$ cat src/hdl/sdes_pkg.sv
// ----------------------------------------------------------------------------
// sdes_pkg
// Types, constants and bit permutations shared by the simplified DES core.
// ----------------------------------------------------------------------------
package sdes_pkg;

    localparam int unsigned KEY_W   = 10;
    localparam int unsigned BLOCK_W = 8;
    localparam int unsigned HALF_W  = 4;
    localparam int unsigned SUBK_W  = 8;
    localparam int unsigned ADDR_W  = 4;
    localparam int unsigned DATA_W  = 32;

    // register indexes on the config port
    localparam logic [1:0] REG_KEY    = 2'd0;
    localparam logic [1:0] REG_SBOX_A = 2'd1;
    localparam logic [1:0] REG_SBOX_B = 2'd2;

    localparam logic [DATA_W-1:0] SBOX_A_RESET = 32'd2010651569;
    localparam logic [DATA_W-1:0] SBOX_B_RESET = 32'd3323187941;

    localparam logic OP_ENCRYPT = 1'b0;
    localparam logic OP_DECRYPT = 1'b1;

    typedef logic [KEY_W-1:0]   key_t;
    typedef logic [SUBK_W-1:0]  subkey_t;
    typedef logic [HALF_W-1:0]  half_t;
    typedef logic [BLOCK_W-1:0] block_t;
    typedef logic [DATA_W-1:0]  table_t;

    // one pipeline slot between stages
    typedef struct packed {
        logic    valid;
        half_t   left;
        half_t   right;
        subkey_t key_now;
        subkey_t key_later;
    } stage_t;

    // permutations, output bit 1 is the msb, tables numbered from the msb
    function automatic key_t p10(input key_t k);
        p10 = {k[7], k[5], k[8], k[3], k[6], k[0], k[9], k[1], k[2], k[4]};
    endfunction

    function automatic subkey_t p8(input key_t k);
        p8 = {k[4], k[7], k[3], k[6], k[2], k[5], k[0], k[1]};
    endfunction

    function automatic block_t ip(input block_t b);
        ip = {b[6], b[2], b[5], b[7], b[4], b[0], b[3], b[1]};
    endfunction

    function automatic block_t ip_inv(input block_t b);
        ip_inv = {b[4], b[7], b[5], b[3], b[1], b[6], b[0], b[2]};
    endfunction

    function automatic subkey_t ep(input half_t h);
        ep = {h[0], h[3], h[2], h[1], h[2], h[1], h[0], h[3]};
    endfunction

    function automatic half_t p4(input half_t s);
        p4 = {s[2], s[0], s[1], s[3]};
    endfunction

    // entry {row, col} of a table holding 16 two-bit entries
    function automatic logic [1:0] sbox_look(input table_t tbl, input logic [3:0] idx);
        sbox_look = tbl[{idx, 1'b0} +: 2];
    endfunction

endpackage

$ cat src/hdl/sdes_keysched.sv
// ----------------------------------------------------------------------------
// sdes_keysched
// Derives round subkeys K1 and K2 from the 10-bit key.
// ----------------------------------------------------------------------------
module sdes_keysched (
    input  sdes_pkg::key_t    cipher_key,
    output sdes_pkg::subkey_t k1,
    output sdes_pkg::subkey_t k2
);
    import sdes_pkg::*;

    key_t         perm;
    logic [4:0]   hi1;
    logic [4:0]   lo1;
    logic [4:0]   hi3;
    logic [4:0]   lo3;

    assign perm = p10(cipher_key);

    // rotate each half left by one, then by two more
    assign hi1 = {perm[8:5], perm[9]};
    assign lo1 = {perm[3:0], perm[4]};
    assign hi3 = {perm[6:5], perm[9:7]};
    assign lo3 = {perm[1:0], perm[4:2]};

    assign k1 = p8({hi1, lo1});
    assign k2 = p8({hi3, lo3});

endmodule

$ cat src/hdl/sdes_round.sv
// ----------------------------------------------------------------------------
// sdes_round
// One registered Feistel round: E/P, subkey xor, two S-boxes, P4 and swap.
// ----------------------------------------------------------------------------
module sdes_round (
    input  logic              clk,
    input  logic              rst_n,
    input  sdes_pkg::table_t  sbox_a,
    input  sdes_pkg::table_t  sbox_b,
    input  sdes_pkg::stage_t  stage_in,
    output sdes_pkg::stage_t  stage_out
);
    import sdes_pkg::*;

    subkey_t mixed;
    half_t   sbox_out;
    half_t   f_out;
    logic    valid_reg;
    half_t   left_reg;
    half_t   right_reg;
    subkey_t key_now_reg;
    subkey_t key_later_reg;

    assign mixed    = ep(stage_in.right) ^ stage_in.key_now;
    // row from the outer bits, column from the inner bits of each nibble
    assign sbox_out = {sbox_look(sbox_a, {mixed[7], mixed[4], mixed[6:5]}),
                       sbox_look(sbox_b, {mixed[3], mixed[0], mixed[2:1]})};
    assign f_out    = p4(sbox_out) ^ stage_in.left;

    always_ff @(posedge clk or negedge rst_n)
    begin
        if (!rst_n)
        begin
            valid_reg <= 1'b0;
        end
        else
        begin
            valid_reg <= stage_in.valid;
        end
    end

    // halves swap on the way out, next round's key moves up
    always_ff @(posedge clk)
    begin
        left_reg      <= stage_in.right;
        right_reg     <= f_out;
        key_now_reg   <= stage_in.key_later;
        key_later_reg <= stage_in.key_now;
    end

    assign stage_out.valid     = valid_reg;
    assign stage_out.left      = left_reg;
    assign stage_out.right     = right_reg;
    assign stage_out.key_now   = key_now_reg;
    assign stage_out.key_later = key_later_reg;

endmodule

$ cat src/hdl/s_des_block_cipher_core.sv
// ----------------------------------------------------------------------------
// s_des_block_cipher_core
// Simplified DES encrypt / decrypt of one 8-bit block per item.
// ----------------------------------------------------------------------------
// An item is taken whenever start is high; busy stays low, so a new block may
// enter every clock cycle. An item passes the input permutation stage, two
// round stages and the output permutation stage, leaving with done high for
// one cycle; results leave in order and cannot be held off. Subkeys are
// derived directly from the key register. The key and both S-box tables must
// be written over the APB port only while no item is in flight (unenforced).
module s_des_block_cipher_core (
    input  logic                       clk,
    input  logic                       rst_n,
    input  logic                       start,
    output logic                       busy,
    input  logic                       op,
    input  sdes_pkg::block_t           block_in,
    output logic                       done,
    output sdes_pkg::block_t           block_out,
    input  logic                       psel,
    input  logic                       penable,
    input  logic                       pwrite,
    input  logic [sdes_pkg::ADDR_W-1:0] paddr,
    input  logic [sdes_pkg::DATA_W-1:0] pwdata,
    output logic [sdes_pkg::DATA_W-1:0] prdata,
    output logic                       pready
);
    import sdes_pkg::*;

    key_t     key_reg;
    table_t   sbox_a_reg;
    table_t   sbox_b_reg;
    logic     cfg_wr;
    logic [1:0] reg_idx;
    subkey_t  k1;
    subkey_t  k2;
    block_t   ip_blk;
    logic     s1_valid_reg;
    half_t    s1_left_reg;
    half_t    s1_right_reg;
    subkey_t  s1_key_now_reg;
    subkey_t  s1_key_later_reg;
    stage_t   s1;
    stage_t   s2;
    stage_t   s3;
    logic     done_reg;
    block_t   block_out_reg;

    // configuration port
    assign pready  = 1'b1;
    assign reg_idx = paddr[3:2];
    assign cfg_wr  = psel && penable && pwrite && pready;

    always_ff @(posedge clk or negedge rst_n)
    begin
        if (!rst_n)
        begin
            key_reg    <= '0;
            sbox_a_reg <= SBOX_A_RESET;
            sbox_b_reg <= SBOX_B_RESET;
        end
        else if (cfg_wr)
        begin
            unique case (reg_idx)
                REG_KEY:    key_reg    <= pwdata[KEY_W-1:0];
                REG_SBOX_A: sbox_a_reg <= pwdata;
                REG_SBOX_B: sbox_b_reg <= pwdata;
                default:    ;
            endcase
        end
    end

    always_comb
    begin
        unique case (reg_idx)
            REG_KEY:    prdata = {{(DATA_W-KEY_W){1'b0}}, key_reg};
            REG_SBOX_A: prdata = sbox_a_reg;
            REG_SBOX_B: prdata = sbox_b_reg;
            default:    prdata = '0;
        endcase
    end

    sdes_keysched u_keysched (
        .cipher_key (key_reg),
        .k1         (k1),
        .k2         (k2)
    );

    // input stage: initial permutation and round key order
    assign busy   = 1'b0;
    assign ip_blk = ip(block_in);

    always_ff @(posedge clk or negedge rst_n)
    begin
        if (!rst_n)
        begin
            s1_valid_reg <= 1'b0;
        end
        else
        begin
            s1_valid_reg <= start && !busy;
        end
    end

    always_ff @(posedge clk)
    begin
        s1_left_reg      <= ip_blk[7:4];
        s1_right_reg     <= ip_blk[3:0];
        s1_key_now_reg   <= (op == OP_DECRYPT) ? k2 : k1;
        s1_key_later_reg <= (op == OP_DECRYPT) ? k1 : k2;
    end

    assign s1.valid     = s1_valid_reg;
    assign s1.left      = s1_left_reg;
    assign s1.right     = s1_right_reg;
    assign s1.key_now   = s1_key_now_reg;
    assign s1.key_later = s1_key_later_reg;

    sdes_round u_round1 (
        .clk       (clk),
        .rst_n     (rst_n),
        .sbox_a    (sbox_a_reg),
        .sbox_b    (sbox_b_reg),
        .stage_in  (s1),
        .stage_out (s2)
    );

    sdes_round u_round2 (
        .clk       (clk),
        .rst_n     (rst_n),
        .sbox_a    (sbox_a_reg),
        .sbox_b    (sbox_b_reg),
        .stage_in  (s2),
        .stage_out (s3)
    );

    // output stage: undo the last swap, then inverse permutation
    always_ff @(posedge clk or negedge rst_n)
    begin
        if (!rst_n)
        begin
            done_reg <= 1'b0;
        end
        else
        begin
            done_reg <= s3.valid;
        end
    end

    always_ff @(posedge clk)
    begin
        block_out_reg <= ip_inv({s3.right, s3.left});
    end

    assign done      = done_reg;
    assign block_out = block_out_reg;

endmodule

$ cat config.mk
export PLATFORM = sky130hd
export DESIGN_NAME = s_des_block_cipher_core
export DESIGN_NICKNAME = d
export VERILOG_FILES = /design/src/hdl/sdes_pkg.sv /design/src/hdl/sdes_keysched.sv /design/src/hdl/sdes_round.sv /design/src/hdl/s_des_block_cipher_core.sv
export SDC_FILE = /design/constraint.sdc
export NUM_CORES = 1
export LEC_CHECK = 0
export BUFFER_PORTS_ARGS = -buffer_cell sky130_fd_sc_hd__buf_2
export CORE_MARGIN = 2
export CORE_UTILIZATION = 45
export CTS_CLUSTER_SIZE = 12
export DETAILED_ROUTE_END_ITERATION = 10
export PLACE_DENSITY = 0.67
export SYNTH_ARGS = -nofsm -noshare
export SYNTH_HDL_FRONTEND = slang
export SYNTH_HIERARCHICAL = 1
export SYNTH_SLANG_ARGS = --single-unit
export TNS_END_PERCENT = 10
$ cat constraint.sdc
create_clock -name clk -period 1.9 [get_ports clk]
set_clock_uncertainty 0.15 [all_clocks]
set_input_delay 0.285 -clock clk [delete_from_list [all_inputs] [get_ports clk]]
set_output_delay 0.285 -clock clk [all_outputs]
set_load 0.01 [all_outputs]
==> results.json <==
{
  "drt_iter0_markers": 385,
  "p_sw_frac": 0.3178,
  "syn_avg_cell_area_um2": 14.43,
  "power.static_leakage_nw": 3.565,
  "critPathKind": "reg -> reg",
  "hold_path.class": "reg -> reg",
  "final_util": 0.5803,
  "reg2reg_to": "u_round1/right_reg[1]$_DFF_P_",
  "synth_nets": 493,
  "fp.dieW_um": 123.0,
  "dpl_cell_area_um2": 7128,
  "p_comb_frac": 0.342,
  "std_cell_rows": 43,
  "rr_startpoint": "s1_right_reg[0]$_DFF_P_",
  "internal_power_w": 0.007772,
  "drt_pass1_iterations": 4,
  "antenna_left": 0,
  "htree_levels": 4,
  "multiInputGateArea_um2": 2908,
  "layout_setup_ws_ns": 0.01485,
  "dp_cells": 703,
  "vias": 4167,
  "die_h_um": 123.0,
  "io_pins": 94,
  "grt_max_degree": 34,
  "design_area_um2": 8055,
  "root_buffer": "clkbuf_16",
  "crit_fanout": 8,
  "gp_congestion": 0.8797,
  "use_met1": 0.2902,
  "maxCapViolations": 0,
  "rr_worst_depth": 6,
  "slew_violations": 0,
  "cts.clk_slew.worst_paths_ns": 0.06,
  "power.density_nw_per_um2": 1414,
  "clkSinkCount": 134,
  "insertion_delay_ns": 0.43,
  "setup-tns-final_ns": 0,
  "synthesis.area_um2": 6376,
  "clockBufferDepth": 2,
  "min_to": "u_round1/key_now_reg[3]$_DFF_P_",
  "grtUsageTotal": 0.2172,
  "finalHoldViolations": 0,
  "drc": 0,
  "grt_util_met3": 0.04336,
  "area_delta_synth_final_pct": 26.33,
  "worstPathRequired_ns": 2.06,
  "holdCritStartpoint": "s1_key_later_reg[3]$_DFF_P_",
  "cts_inserted_buffers": 17,
  "fillers": 1140,
  "diodes": 0,
  "portBuffers": 89,
  "nets": 635,
  "dpl.hpwl_um": 10820,
  "busiest_layer": "met2",
  "r2r_slack_ns": 0.01,
  "p_sw_w": 0.003620,
  "vias_per_cell": 5.363,
  "fmax_mhz": 530.5,
  "min_period_ns": 1.885,
  "place_ws_ns": -0.1102,
  "grt_antenna_before_repair": 0,
  "instances_no_fill": 777,
  "setup_violations": 0,
  "crit_arrival_ns": 2.05,
  "yosysWarnings": 6,
  "core-area_um2": 13880,
  "status": "complete, no violations",
  "ff_latch_area_um2": 3142,
  "dieArea_um2": 15140,
  "crit_start": "s1_right_reg[0]$_DFF_P_",
  "endpoint_kind": "register",
  "grt_pass1_vias": 4369,
  "max-vdd-ir-drop_mv": 0.7626,
  "wl_per_cell_um": 19.32,
  "wl_um": 15010,
  "syn_inst": 442,
  "whs_path_depth": 0,
  "rsz0062_at_grt": "true",
  "post-route-period-util": 0.9922,
  "drive_gt1_frac": 0.5528,
  "p_clk_frac": 0.269,
  "startpoint_type": "register",
  "initial_core_util": 0.4593,
  "grt_pass1_wl_um": 24110,
  "p_seq_frac": 0.389,
  "grt.overflow.total": 0,
  "cts_tree": "built",
  "use_met2": 0.3470
}
-- worst max-delay path, stage by stage (launching register included) --
cell and delay [ns]:
dfxtp_4 0.37, xor2_4 0.17, buf_12 0.17, mux4_2 0.52, nand2_1 0.09, nand4_1 0.14
xor2_1 0.16
-- worst max path at each step --
stage / end / slack (ns) / cells past startpoint
global placement: u_round1/right_reg[1]$_DFF_P_ / -0.10 / 6
detailed placement: u_round1/right_reg[1]$_DFF_P_ / -0.11 / 6
floorplan: u_round2/right_reg[1]$_DFF_P_ / -0.03 / 5
global route: u_round1/right_reg[1]$_DFF_P_ / -0.05 / 6
finish: u_round1/right_reg[1]$_DFF_P_ / 0.01 / 6
CTS: u_round1/right_reg[1]$_DFF_P_ / 0.005 / 6
-- per-layer routing --
metal	up-vias	part of all wire
met5	-	0
met4	0	0.014
met3	15	0.057
met2	147	0.50
met1	2143	0.43
li1	1862	-
-- timing repair --
item | CTS | global route
pin swaps | 3 | 7
hold buffers | 42 | 0
setup endpoints to repair | 9 | 11
hold endpoints to repair | 113 | 0
resized for setup | 32 | 15
buffers inserted | 0 | 0
-- through the flow --
step	hold slack, ns	power, W
final	0.1724	0.01139
after global routing	0.1759	0.01198
after CTS	0.1736	0.01141
after detailed placement	0.1103	0.008130
after global placement	0.1057	0.008040
after floorplan	-0.1606	0.006737
-- layout by cell type (no fill, tap or decap), drive strengths merged, types with 3 or more instances in the layout --
cell type    count
a22o            22
buf            119
clkbuf          20
clkinv           8
dfrtp           44
dfstp           34
dfxtp           56
dlygate4sd3     42
inv              3
mux2            90
mux2i           10
mux4            32
nand2           42
nand4            8
nor2            16
o21ai           10
xnor2            8
xor2            24
-- power by group through the flow --
| stage | logic, W | clock network [W] | registers (W) |
|---|---|---|---|
| detailed placement | 0.00370 | 0 | 0.00443 |
| finish | 0.00390 | 0.00306 | 0.00444 |
| global route | 0.00419 | 0.00325 | 0.00454 |
| CTS | 0.00386 | 0.00312 | 0.00443 |
| floorplan | 0.00248 | 0 | 0.00426 |
| global placement | 0.00364 | 0 | 0.00440 |
-- area by class of cell --
type                    instances  share of cell area
clock buffers                  20             0.05809
clock inverters                12             0.01165
multi-input cells             270              0.3610
well taps                     180             0.02796
flip-flops and latches        134              0.3900
repair buffers                161              0.1513
Note: power is estimated with default switching activity, not from simulation.
